`config.mk`:
```
export PLATFORM = sky130hd
export DESIGN_NAME = rlpd_ctrl
export DESIGN_NICKNAME = d
export VERILOG_FILES = /design/src/rtl/rlpd_pkg.sv /design/src/rtl/rlpd_ctrl.sv
export SDC_FILE = /design/constraint.sdc
export NUM_CORES = 1
export LEC_CHECK = 0
export BUFFER_PORTS_ARGS = -buffer_cell sky130_fd_sc_hd__buf_4
export CAP_MARGIN = 5
export CORE_ASPECT_RATIO = 0.5
export CORE_MARGIN = 1.5
export CORE_UTILIZATION = 36
export DETAILED_ROUTE_END_ITERATION = 8
export GPL_ROUTABILITY_DRIVEN = 0
export PLACE_DENSITY = 0.67
export SKIP_LAST_GASP = 1
export SYNTH_ARGS = -nofsm -noshare
export SYNTH_HDL_FRONTEND = slang
export SYNTH_SLANG_ARGS = --single-unit
```
`constraint.sdc`:
```
create_clock -name clk -period 5.37 [get_ports clk]
set_input_delay 0.537 -clock clk [delete_from_list [all_inputs] [get_ports clk]]
set_output_delay 0.537 -clock clk [all_outputs]
set_load 0.005 [all_outputs]
```
`src/rtl/rlpd_pkg.sv`:
```
`timescale 1ns / 1ps
package rlpd_pkg;

  localparam int NUM_COEF = 8;
  localparam int APB_AW = 6;
  localparam logic signed [32:0] TOL_LSB = 33'sd17;
  localparam logic signed [65:0] SAT_HI = 66'sd2147483647;
  localparam logic signed [65:0] SAT_LO = -66'sd2147483648;

  typedef logic [NUM_COEF-1:0][47:0] coef_bank_t;

  typedef enum logic [1:0] {
    ST_IDLE,
    ST_ISSUE,
    ST_WAIT,
    ST_CHECK
  } state_t;

  typedef enum logic [2:0] {
    CMD_NONE,
    CMD_LOAD,
    CMD_SQX,
    CMD_SQY,
    CMD_SQRT,
    CMD_R3,
    CMD_TERM,
    CMD_UPDATE
  } cmd_t;

  typedef struct packed {
    cmd_t       op;
    logic [2:0] idx;
    logic       go;
    logic       first;
    logic       last;
  } dp_cmd_t;

  typedef struct packed {
    logic done;
    logic finished;
  } dp_stat_t;

  function automatic logic signed [31:0] sat32(input logic signed [65:0] v);
    logic signed [31:0] res;
    if (v > SAT_HI) begin
      res = {1'b0, {31{1'b1}}};
    end else if (v < SAT_LO) begin
      res = {1'b1, 31'b0};
    end else begin
      res = v[31:0];
    end
    return res;
  endfunction

  // rounding bias for terms c0, c1*r, c2*r2, c3*r3 (shifts 16, 40, 64, 40)
  function automatic logic [63:0] term_bias(input logic [1:0] k);
    logic [63:0] b;
    unique case (k)
      2'd0: b = 64'd1 << 15;
      2'd1: b = 64'd1 << 39;
      2'd2: b = 64'd1 << 63;
      default: b = 64'd1 << 39;
    endcase
    return b;
  endfunction

endpackage

```
`src/rtl/rlpd_ctrl.sv`:
```
`timescale 1ns / 1ps
module rlpd_ctrl import rlpd_pkg::*; #(
  parameter int MAX_PASSES = 50
) (
  input  logic     clk,
  input  logic     rst,
  input  logic     in_valid,
  output logic     in_ready,
  output logic     out_valid,
  input  logic     out_ready,
  output dp_cmd_t  cmd,
  input  dp_stat_t stat
);

  localparam int PW = $clog2(MAX_PASSES + 1);

  state_t     state;
  state_t     state_next;
  cmd_t       cur;
  cmd_t       cur_next;
  logic [2:0] idx;
  logic [2:0] idx_next;
  logic [PW-1:0] pass;
  logic [PW-1:0] pass_next;
  logic       out_pend;
  logic       out_pend_next;
  logic       finish_go;

  always_comb begin
    cmd.op    = cur;
    cmd.idx   = idx;
    cmd.first = (pass == '0);
    cmd.last  = (pass == PW'(MAX_PASSES - 1));
    cmd.go    = 1'b0;
    in_ready  = 1'b0;
    unique case (state)
      ST_IDLE: begin
        cmd.op   = CMD_LOAD;
        cmd.go   = in_valid;
        in_ready = 1'b1;
      end
      ST_ISSUE: cmd.go = 1'b1;
      ST_WAIT:  cmd.go = 1'b0;
      ST_CHECK: begin
        cmd.op = CMD_UPDATE;
        // hold the result back while the previous one is still untaken
        cmd.go = !(stat.finished && out_pend && !out_ready);
      end
      default: cmd.go = 1'b0;
    endcase
  end

  assign out_valid = out_pend;
  assign finish_go = (state == ST_CHECK) && cmd.go && stat.finished;

  always_comb begin
    state_next    = state;
    cur_next      = cur;
    idx_next      = idx;
    pass_next     = pass;
    out_pend_next = finish_go || (out_pend && !out_ready);
    unique case (state)
      ST_IDLE: begin
        if (in_valid) begin
          state_next = ST_ISSUE;
          cur_next   = CMD_SQX;
          idx_next   = 3'd0;
          pass_next  = '0;
        end
      end
      ST_ISSUE: state_next = ST_WAIT;
      ST_WAIT: begin
        if (stat.done) begin
          state_next = ST_ISSUE;
          priority case (cur)
            CMD_SQX:  cur_next = CMD_SQY;
            CMD_SQY:  cur_next = CMD_SQRT;
            CMD_SQRT: cur_next = CMD_R3;
            CMD_R3: begin
              cur_next = CMD_TERM;
              idx_next = 3'd0;
            end
            default: begin
              if (idx == 3'd7) begin
                state_next = ST_CHECK;
              end else begin
                idx_next = idx + 3'd1;
              end
            end
          endcase
        end
      end
      ST_CHECK: begin
        if (cmd.go) begin
          if (stat.finished) begin
            state_next = ST_IDLE;
          end else begin
            state_next = ST_ISSUE;
            cur_next   = CMD_SQX;
            idx_next   = 3'd0;
            pass_next  = pass + PW'(1);
          end
        end
      end
      default: state_next = ST_IDLE;
    endcase
  end

  always_ff @(posedge clk) begin
    if (rst) begin
      state    <= ST_IDLE;
      cur      <= CMD_SQX;
      idx      <= 3'd0;
      pass     <= '0;
      out_pend <= 1'b0;
    end else begin
      state    <= state_next;
      cur      <= cur_next;
      idx      <= idx_next;
      pass     <= pass_next;
      out_pend <= out_pend_next;
    end
  end

endmodule

```
==> results.md, run 1 <==
* Register bit total from synthesis at 15
* Post-route cell area at approximately 0.0013 mm2
* Routed wire per std cell at about 13 um
* # hold bufs at CTS at 0
* Worst setup EP type: primary output
* CTS tree: built
* Die area at 0.00344 mm2
* Netlist cell types at 43
* Initial antenna violation count at 0
* Port Buffers at 16
* Largest net degree at the start of global routing at 17
* Clock buffer count from CTS at 3
* Fin. max-slew vios at 0
* Share of layout cells above drive strength 1 at between 10% and 20%
* Share of the synthesized area in the top cell type at 27.1%
* First DRT Iteration DRCs at 59
* Crit Path Max Fanout at 11
* Async SR Flop Fraction at 0%
* VDD IR max at 0.146 mV
* RSZ-0062 raised after global routing: false
* Post-route minimum period at 2300 ps
* Slew @ Worst Pin at approximately 420 ps
* Worst R2R Start: state[1]
* Relative slew slack at 71.9%
* Synth Instances at 133
* DP HPWL at around 1800 um
* Initial Utilization at about 40%
* Vias at 1022
* Longest Clk Path Bufs at 2
* First-pass GRT wire length at about 4300 um
* CP Data Arrival Time at 1770 ps
* Synth area leaders: dfxtp_1 27%, ha_1 11%, nand2b_1 5.1%
* Fmax at roughly 0.43 GHz
* Top FF cell, synth: dfxtp_1
* DRC at 0
* Max_cap viols at 0
* Setup total negative slack at 0 ps
* Antenna Nets Post-Route at 0
* Clock tree sinks at 15
* Leakage at 0.511 nW
* CP startpoint kind: register
* Hold_sp: pass[5]
* Fin. Hold Viols at 0
* Row count at 13
* Post-synth design cell area at 0.00111 mm2
* Fin crit share at 42.9%
* Final Setup Violations at 0
* Status: finished, final reports clean
* Crit. Startpoint: state[1]
* Die H at between 40 and 50 um
* Setup Buffers After CTS at 0
* Dominant cell type by area after synthesis: dfxtp_1
* Nets at 167
* Worst hold path type: register to register
* Die width at 81.5 um
* Total track usage at 16.3%
* Core Area at approximately 0.0027 mm2
* Clk_lat worst skew at 250 ps
* CTS clock-pin slew for the worst setup and hold paths at around 60 ps
* Post-synthesis sequential area ratio at 27.1%
* Drt pass-1 iters at 4
* Gr ovfl total at 0
* Pwr dens at 389 mW/mm2
* Crit Path Class: register to primary output
* Avg Cell Area, Syn at 8.34 um2
* Cell Area, Placed at 0.00125 mm2
* PostCTS Resize Cnt at 0
* Vias per inst at 5.47
* Required @ worst endpoint at 4830 ps
* Post-Route WL at roughly 2400 um
* CTS H-tree depth at 1
* Number of global-route vias before repair at 946
* Skew final at ~3.7 ps
* Area Overhead vs Synth at 17.3%
* Synth warnings at 0
* CTS root buf: clkbuf_8
* Antenna cells at 0
* Total Power at 0.505 mW
* Num ports at 17
* Syn nets at roughly 150
* EDFF count, synth at 0
==> report_power, final <==
| group | switching [mW] | internal (mW) | total (mW) | leakage [nW] |
|---|---|---|---|---|
| sequential | 0.0189 | 0.121 | 0.140 | 0.121 |
| clock | 0.0405 | 0.0526 | 0.0931 | 0.0228 |
| combinational | 0.145 | 0.127 | 0.272 | 0.367 |
==> placed cells by master (no fill, tap or decap), types with 2 or more instances in the layout <==
| cell type | n |
|---|---|
| a31oi_1 | 2 |
| a21oi_1 | 10 |
| clkbuf_8 | 3 |
| mux2i_1 | 3 |
| ha_1 | 10 |
| o211ai_1 | 2 |
| and2_1 | 2 |
| inv_1 | 9 |
| a311oi_1 | 2 |
| nor2b_1 | 5 |
| nor4_1 | 2 |
| nand3_1 | 4 |
| o31ai_1 | 2 |
| a211oi_1 | 2 |
| nand3b_1 | 3 |
| nand2b_1 | 9 |
| o21ai_1 | 5 |
| dfxtp_1 | 15 |
| nand2_1 | 12 |
| nor2_1 | 5 |
| nor3_1 | 4 |
| buf_4 | 16 |
| o21ai_0 | 3 |
==> worst paths after layout <==
check,to,depth (start not counted),slack (ps)
worst max-delay path,cmd[7],5,3070
worst min-delay path,pass[5],1,490
worst max register to register,pass[3],6,3170
worst min register to register,pass[5],1,490
==> layer usage <==
layer | up-vias | global-route usage (%) | wire length [um]
met3 | 4 | 5.22 | 82
met4 | 0 | 6.90 | 35
met2 | 16 | 23.0 | 1100
met5 | - | 0 | 0
li1 | 519 | - | -
met1 | 483 | 22.5 | 1230
==> critical path: stages (launching register included) <==
cell and delay [ps]:
dfxtp_1 520, inv_1 140, ha_1 450, nand2b_1 200, nand2_1 70, buf_4 130
==> cell usage after synthesis, types with 2 or more instances <==
| cell type | n |
|---|---|
| dfxtp_1 | 15 |
| nand2_1 | 12 |
| a21oi_1 | 10 |
| ha_1 | 10 |
| inv_1 | 9 |
| nand2b_1 | 9 |
| nor2_1 | 5 |
| nor2b_1 | 5 |
| o21ai_1 | 5 |
| nand3_1 | 4 |
| nor3_1 | 4 |
| mux2i_1 | 3 |
| nand3b_1 | 3 |
| o21ai_0 | 3 |
| a211oi_1 | 2 |
| a311oi_1 | 2 |
| a31oi_1 | 2 |
| and2_1 | 2 |
| nor4_1 | 2 |
| o211ai_1 | 2 |
| o31ai_1 | 2 |
==> cells by family after synthesis <==
family,synth area share (%)
AO/OA/AOI/OAI,23.3
adder cells (fa/ha/maj),11.3
buffers and inverters,5.19
flip-flops,27.1
multiplexers,2.71
AND/OR/NAND/NOR,30.5
==> sequential cells by signal (all words and copies together) (netlist names) <==
| name | flops |
|---|---|
| cur | 3 |
| out_valid | 1 |
| pass | 6 |
| state | 2 |
| idx | 3 |
==> layout make-up <==
class	count	area, um2
Fill cell	287	1450
Timing Repair Buffer	16	120
Clock buffer	4	45.0
Multi-Input combinational cell	105	751
Sequential cell	15	300
Inverter	10	37.5
Tap cell	37	46.3
==> stage by stage <==
step | hold WS, ps | utilization [%] | worst slack, ps | instances
after global placement | 488 | 45.7 | 3300 | 183
after CTS | 494 | 47.3 | 3080 | 187
after global routing | 524 | 47.3 | 2930 | 187
after floorplan | 455 | - | 3500 | 133
after detailed placement | 486 | 45.7 | 3220 | 183
final | 494 | 47.3 | 3070 | 187
Note: power is estimated with default switching activity, not from simulation.
==> run 2: changes to the inputs <==
--- a/config.mk
+++ b/config.mk
@@ -5,6 +5,7 @@
 export SDC_FILE = /design/constraint.sdc
 export NUM_CORES = 1
 export LEC_CHECK = 0
+export ABC_AREA = 1
 export BUFFER_PORTS_ARGS = -buffer_cell sky130_fd_sc_hd__buf_4
 export CAP_MARGIN = 5
 export CORE_ASPECT_RATIO = 0.5
@@ -12,7 +13,7 @@
 export CORE_UTILIZATION = 36
 export DETAILED_ROUTE_END_ITERATION = 8
 export GPL_ROUTABILITY_DRIVEN = 0
-export PLACE_DENSITY = 0.67
+export PLACE_DENSITY = 0.69
 export SKIP_LAST_GASP = 1
 export SYNTH_ARGS = -nofsm -noshare
 export SYNTH_HDL_FRONTEND = slang
==> constraint.sdc (replaced) <==
create_clock -name clk -period 1.95 [get_ports clk]
set_input_delay 0.195 -clock clk [delete_from_list [all_inputs] [get_ports clk]]
set_output_delay 0.195 -clock clk [all_outputs]
set_load 0.005 [all_outputs]
==> run 2 against run 1 <==
Final area grew 0.67%. Clock skew down 0.75 ps. Wire length fell by 5.8%. Worst setup slack worse by 2900 ps. Clock power rose to 2.7 times the previous value. Sequential share of layout area hardly changed. Global-route usage down 1.3 points. Hold slack worse by 300 ps. Non-clock buffer count unchanged. Core utilization increased by 0.32 points.
==> results.md, run 2 <==
* Share of the synthesized area in the top cell type at 27.3% (+0.25 points)
* Max_cap viols at 0 (unchanged)
* CTS tree: built
* Post-Route WL at 2310 um (-5.8%)
* Largest Register: pass
* Commonest cells in the netlist: 43 x nand2_1, 23 x nor2_1, 20 x inv_1
* Total track usage at 15.0% (-1.3 points)
* Routed wire per std cell at 10.3 um (-21%)
* DRC at 0 (unchanged)
* Port Buffers at 16 (unchanged)
* Worst hold path type: primary input to register
* Antenna Nets Post-Route at 0 (unchanged)
* CTS clock-pin slew for the worst setup and hold paths at 60 ps (about the same)
* Row count at 13 (unchanged)
* PostCTS Resize Cnt at 0 (unchanged)
* First DRT Iteration DRCs at 37 (-37%)
* DP HPWL at 1820 um (-0.98%)
* Highest-count cells in the layout ignoring fill and taps: 43 x nand2_1, 23 x nor2_1, 20 x inv_1, 16 x buf_4, 15 x nand3_1
* Commonest non-fill, non-tap cell in the layout: nand2_1
* Antenna cells at 0 (unchanged)
* Async SR Flop Fraction at 0% (unchanged)
* Register bit total from synthesis at 15 (unchanged)
* Vias at 1058 (+3.5%)
* CP startpoint kind: register
* Avg Cell Area, Syn at 6.54 um2 (-22%)
* Relative slew slack at 80.1% (+8.1 points)
* Fin. Hold Viols at 0 (unchanged)
* Pwr dens at 1050 mW/mm2 (+170%)
* Nets at 204 (+22%)
* Final Core Density at 47.6% (+0.32 points)
* Leakage at 0.605 nW (+18%)
* Share of layout cells above drive strength 1 at 20.9% (+2.9 points)
* Synth Instances at 168 (+26%)
* VDD IR max at 0.485 mV (+230%)
* Switch share at 41.7% (+1.3 points)
* Die width at 81.1 um (-0.44%)
* Core Area at 0.00275 mm2 (unchanged)
* Post-synthesis sequential area ratio at 27.3% (+0.25 points)
* Skew final at 2.93 ps (-0.749 ps)
* Largest net degree at the start of global routing at 11 (-6)
* Final Setup Violations at 0 (unchanged)
* Number of global-route vias before repair at 916 (-3.2%)
* Slew @ Worst Pin at 297 ps (-121 ps)
* Initial Utilization at 40.0% (-0.36 points)
* Crit Path Class: register to primary output
* Die H at 42.1 um (-0.43%)
* # hold bufs at CTS at 0 (unchanged)
* Final hold slack at 192 ps (-302 ps)
* First-pass GRT wire length at 3930 um (-8.4%)
* Setup WS post-layout at 168 ps (-2900 ps)
* Combinational Power Share at 50.5% (-3.3 points)
* Drt pass-1 iters at 4 (unchanged)
* Internal at 0.798 mW (+160%)
* Post-route minimum period at 1780 ps
* Required @ worst endpoint at 1750 ps (-3080 ps)
* Fin cells at 224 (+20%)
* Setup Buffers After CTS at 0 (unchanged)
* Synth warnings at 0 (unchanged)
* CP Data Arrival Time at 1590 ps (-180 ps)
* Synth area leaders: dfxtp_1 27%, nand2_1 15%, ha_1 11%
* Gr ovfl total at 0 (unchanged)
* Multi-input gate area at 696 um2 (-7.3%)
* Top FF cell, synth: dfxtp_1
* Cells after DPL at 220 (+20%)
* Crit Path Max Fanout at 8 (-3)
* Clock network fraction of total power at 18.6% (+0.2 points)
* Clock tree sinks at 15 (unchanged)
* RSZ-0062 raised after global routing: false
* Area Overhead vs Synth at 19.1%
* CTS H-tree depth at 1 (unchanged)
* FILL cells at 283 (-1.4%)
* Regs by FF count: pass (6), cur (3), idx (3)
* Syn nets at 184 (+23%)
* Longest Clk Path Bufs at 2 (unchanged)
* CTS root buf: clkbuf_8
* Reg2Reg Setup Slack at 240 ps (-2930 ps)
* EDFF count, synth at 0 (unchanged)
* Fin crit share at 91.4%
* Netlist cell types at 24 (-44%)
* Register share of total power at 30.9% (+3.2 points)
* Num ports at 17 (unchanged)
* Post-synth design cell area at 0.00110 mm2 (-0.90%)
* Initial antenna violation count at 0 (unchanged)
* Clk_lat worst skew at 250 ps (about the same)
* Worst setup EP type: primary output
* Setup total negative slack at 0 ps (unchanged)
* Max FFs per register at 6 (unchanged)
* Fmax at 0.561 GHz
* Most common cell in the synthesized netlist: nand2_1
* Clock buffer count from CTS at 3 (unchanged)
* Status: finished, final reports clean
* Place WS at 189 ps (-3040 ps)
* Vias per inst at 4.72 (-14%)
* Die area at 0.00341 mm2 (-0.86%)
* Fin. max-slew vios at 0 (unchanged)
* Dominant cell type by area after synthesis: dfxtp_1
* P_sw at 0.570 mW (+180%)
* FF+latch area at 303 um2 (+0.83%)
-- run 2: area by class of cell --
cell class	instances	share of cell area [%]
Timing Repair Buffer	16	9.18
Clock buffer	4	3.44
Sequential cell	15	23.1
Multi-Input combinational cell	127	53.2
Inverter	25	7.55
Tap cell	37	3.54
-- run 2: path summary, 6_finish.rpt --
kind | from | endpoint | depth (start not counted)
worst min-delay path | rst | out_valid | 2
worst max-delay path | state[1] | cmd[8] | 6
worst min register to register | pass[3] | pass[3] | 2
worst max register to register | state[1] | cur[2] | 8
-- run 2: through the flow --
stage	area, um2	total power [mW]
finish	1310	1.37
global route	1310	1.49
CTS	1310	1.38
detailed placement	1260	1.12
global placement	1260	1.11
floorplan	1100	0.906
-- run 2: cells by family after synthesis --
kind of cell / share of synthesized area [%]
flip-flops: 27.3
buffers and inverters: 9.34
AO/OA/AOI/OAI: 8.66
adder cells (fa/ha/maj): 11.4
AND/OR/NAND/NOR: 43.3
-- run 2: power groups by stage --
| stage | combinational, mW | sequential, mW | clock (mW) |
|---|---|---|---|
| floorplan | 0.488 | 0.417 | 0 |
| global placement | 0.686 | 0.425 | 0 |
| detailed placement | 0.691 | 0.426 | 0 |
| CTS | 0.694 | 0.420 | 0.262 |
| global route | 0.783 | 0.432 | 0.278 |
| finish | 0.691 | 0.423 | 0.254 |
-- run 2: critical path, stage by stage, from the launching register on --
cell and delay, ps:
dfxtp_2 390, inv_1 90, ha_1 380, inv_1 110, nand2_1 120, o21ai_0 100, buf_4 140
-- run 2: layer usage --
metal  GRT usage [%]  share of wire (%)
met5               0                  0
met4            4.14                  0
met3            5.22                3.6
met2            23.8                 46
met1            19.2                 50
==> run 3: changes to the inputs <==
--- a/config.mk
+++ b/config.mk
@@ -13,6 +13,7 @@
 export CORE_UTILIZATION = 36
 export DETAILED_ROUTE_END_ITERATION = 8
 export GPL_ROUTABILITY_DRIVEN = 0
+export GPL_TIMING_DRIVEN = 1
 export PLACE_DENSITY = 0.69
 export SKIP_LAST_GASP = 1
 export SYNTH_ARGS = -nofsm -noshare
==> constraint.sdc (replaced) <==
create_clock -name clk -period 1.95 [get_ports clk]
set_input_delay 0.0975 -clock clk [delete_from_list [all_inputs] [get_ports clk]]
set_output_delay 0.0975 -clock clk [all_outputs]
set_load 0.005 [all_outputs]
==> run 3 against run 2 <==
Non-clock buffer count is the same. Sequential power about the same. Worst setup slack better by 8.3 ps. Critical path type is now register to register. Largest cell class unchanged.
==> results.md, run 3 (synthesized netlist as in run 2, its figures left out) <==
* Vias per inst at 4.71 (-0.38%)
* Num ports at 17 (unchanged)
* RSZ-0062 raised after global routing: false
* Longest Clk Path Bufs at 2 (unchanged)
* Clk_lat worst skew at 250 ps (about the same)
* Crit Path Class: register to register
* Hold Path Stages at 2 (unchanged)
* Fin. Hold Viols at 0 (unchanged)
* Drt pass-1 iters at 4 (unchanged)
* Antenna cells at 0 (unchanged)
* DP HPWL at 1820 um (unchanged)
* Status: finished, final reports clean
* Post-route cell area at 0.00131 mm2 (unchanged)
* CTS tree: built
* Relative slew slack at 80.0% (about the same)
* Core Area at 0.00275 mm2 (unchanged)
* Clock buffer count from CTS at 3 (unchanged)
* Crit Path Max Fanout at 8 (unchanged)
* Fin crit share at 91.0% (-0.43 points)
* R2R Path End: cur[2]
* Max_cap viols at 0 (unchanged)
* Antenna Nets Post-Route at 0 (unchanged)
* Worst setup EP type: register
* Highest-count cells in the layout ignoring fill and taps: 43 x nand2_1, 23 x nor2_1, 20 x inv_1, 16 x buf_4, 15 x nand3_1
* Vias at 1054 (-0.38%)
* VDD IR max at 0.489 mV (+0.75%)
* CTS H-tree depth at 1 (unchanged)
* Port Buffers at 16 (unchanged)
* Pwr dens at 1050 mW/mm2 (+0.15%)
* Worst R2R Start: state[1]
* First-pass GRT wire length at 3930 um (unchanged)
* Cell Area, Placed at 0.00126 mm2 (unchanged)
* CTS root buf: clkbuf_8
* Share of layout cells above drive strength 1 at 20.9% (unchanged)
* Largest net degree at the start of global routing at 11 (unchanged)
* Nets at 204 (unchanged)
* CTS clock-pin slew for the worst setup and hold paths at 60 ps (about the same)
* R2r worst-path depth at 8 (unchanged)
* Final Core Density at 47.6% (unchanged)
* Row count at 13 (unchanged)
* CP startpoint kind: register
* Hold_sp: rst
* Die area at 0.00341 mm2 (unchanged)
* Routed wire per std cell at 10.2 um (-0.82%)
* Post-route minimum period at 1770 ps (-8.30 ps)
* Setup total negative slack at 0 ps (unchanged)
* CP Data Arrival Time at 1920 ps (+330 ps)
* Reg2Reg Setup Slack at 180 ps (-60 ps)
* Fmax at 0.564 GHz (+0.47%)
* Clock tree sinks at 15 (unchanged)
* Max FFs per register at 6 (unchanged)
* Setup Buffers After CTS at 0 (unchanged)
* Leakage at 0.604 nW (-0.29%)
* Initial antenna violation count at 0 (unchanged)
* Required @ worst endpoint at 2090 ps (+340 ps)
* Die H at 42.1 um (unchanged)
* Fin. max-slew vios at 0 (unchanged)
* Die width at 81.1 um (unchanged)
* Final Setup Violations at 0 (unchanged)
* DRC at 0 (unchanged)
* Worst hold path type: primary input to register
* Largest Register: pass
* Post-Route WL at 2290 um (-0.82%)
* Number of global-route vias before repair at 916 (unchanged)
* Initial Utilization at 40.0% (unchanged)
* First DRT Iteration DRCs at 39 (+5.4%)
* Gr ovfl total at 0 (unchanged)
* Slew @ Worst Pin at 298 ps (+0.848 ps)
* Commonest non-fill, non-tap cell in the layout: nand2_1
* Area Overhead vs Synth at 19.1% (unchanged)
* Regs by FF count: pass (6), cur (3), idx (3)
* Skew final at 2.31 ps (-0.616 ps)
* Worst Hold Endpoint: state[0]
* Total track usage at 15.0% (unchanged)
* Setup WS post-layout at 176 ps (+8.30 ps)
* Total Power at 1.37 mW (+0.15%)
* Place WS at 189 ps (unchanged)
run 3: cell counts in the layout (fill, tap and decap cells not counted):
No cell type changed its count.
run 3: final cells by class:
type	count	area, um2
fill	283	1440
multi-input combinational	127	696
sequential	15	303
timing repair buffer	16	120
inverter	25	98.8
tap	37	46.3
clock buffer	4	45.0
run 3: per-layer routing:
metal  routed length [um]  track usage, %
met1                 1130            19.2
met2                 1060            23.8
met3                   92            5.22
met4                    0            4.14
met5                    0               0
run 3: power breakdown:
group          internal [mW]  switching (mW)
clock network          0.145           0.109
registers              0.366          0.0573
logic                  0.291           0.401
run 3: how the worst max path moves through the flow:
stage	startpoint	cells after the start	slack [ps]	to
after global routing	state[0]	8	30	cur[2]
after CTS	state[1]	8	160	cur[2]
after detailed placement	state[1]	8	190	cur[2]
after floorplan	state[1]	8	380	cur[2]
final	state[1]	8	180	cur[2]
after global placement	state[0]	8	170	cur[2]
run 3: what timing repair did:
| item | CTS | global route |
|---|---|---|
| hold buffers | 0 | 0 |
| gates resized for setup | 0 | 2 |
| endpoints found under the setup margin | 0 | 1 |
run 3: per-stage QoR:
stage	hold slack, ps	std cells
after floorplan	273	168
after global placement	351	220
after detailed placement	357	220
after CTS	91.7	224
after global routing	86.4	224
final	92.6	224
run 3: critical path: stages (launching register included):
cell and delay, ps:
dfxtp_2 390, inv_1 90, ha_1 360, inv_1 140, a21oi_1 90, nor3_2 310
nand2_4 100, a21oi_1 140, nor2_1 50
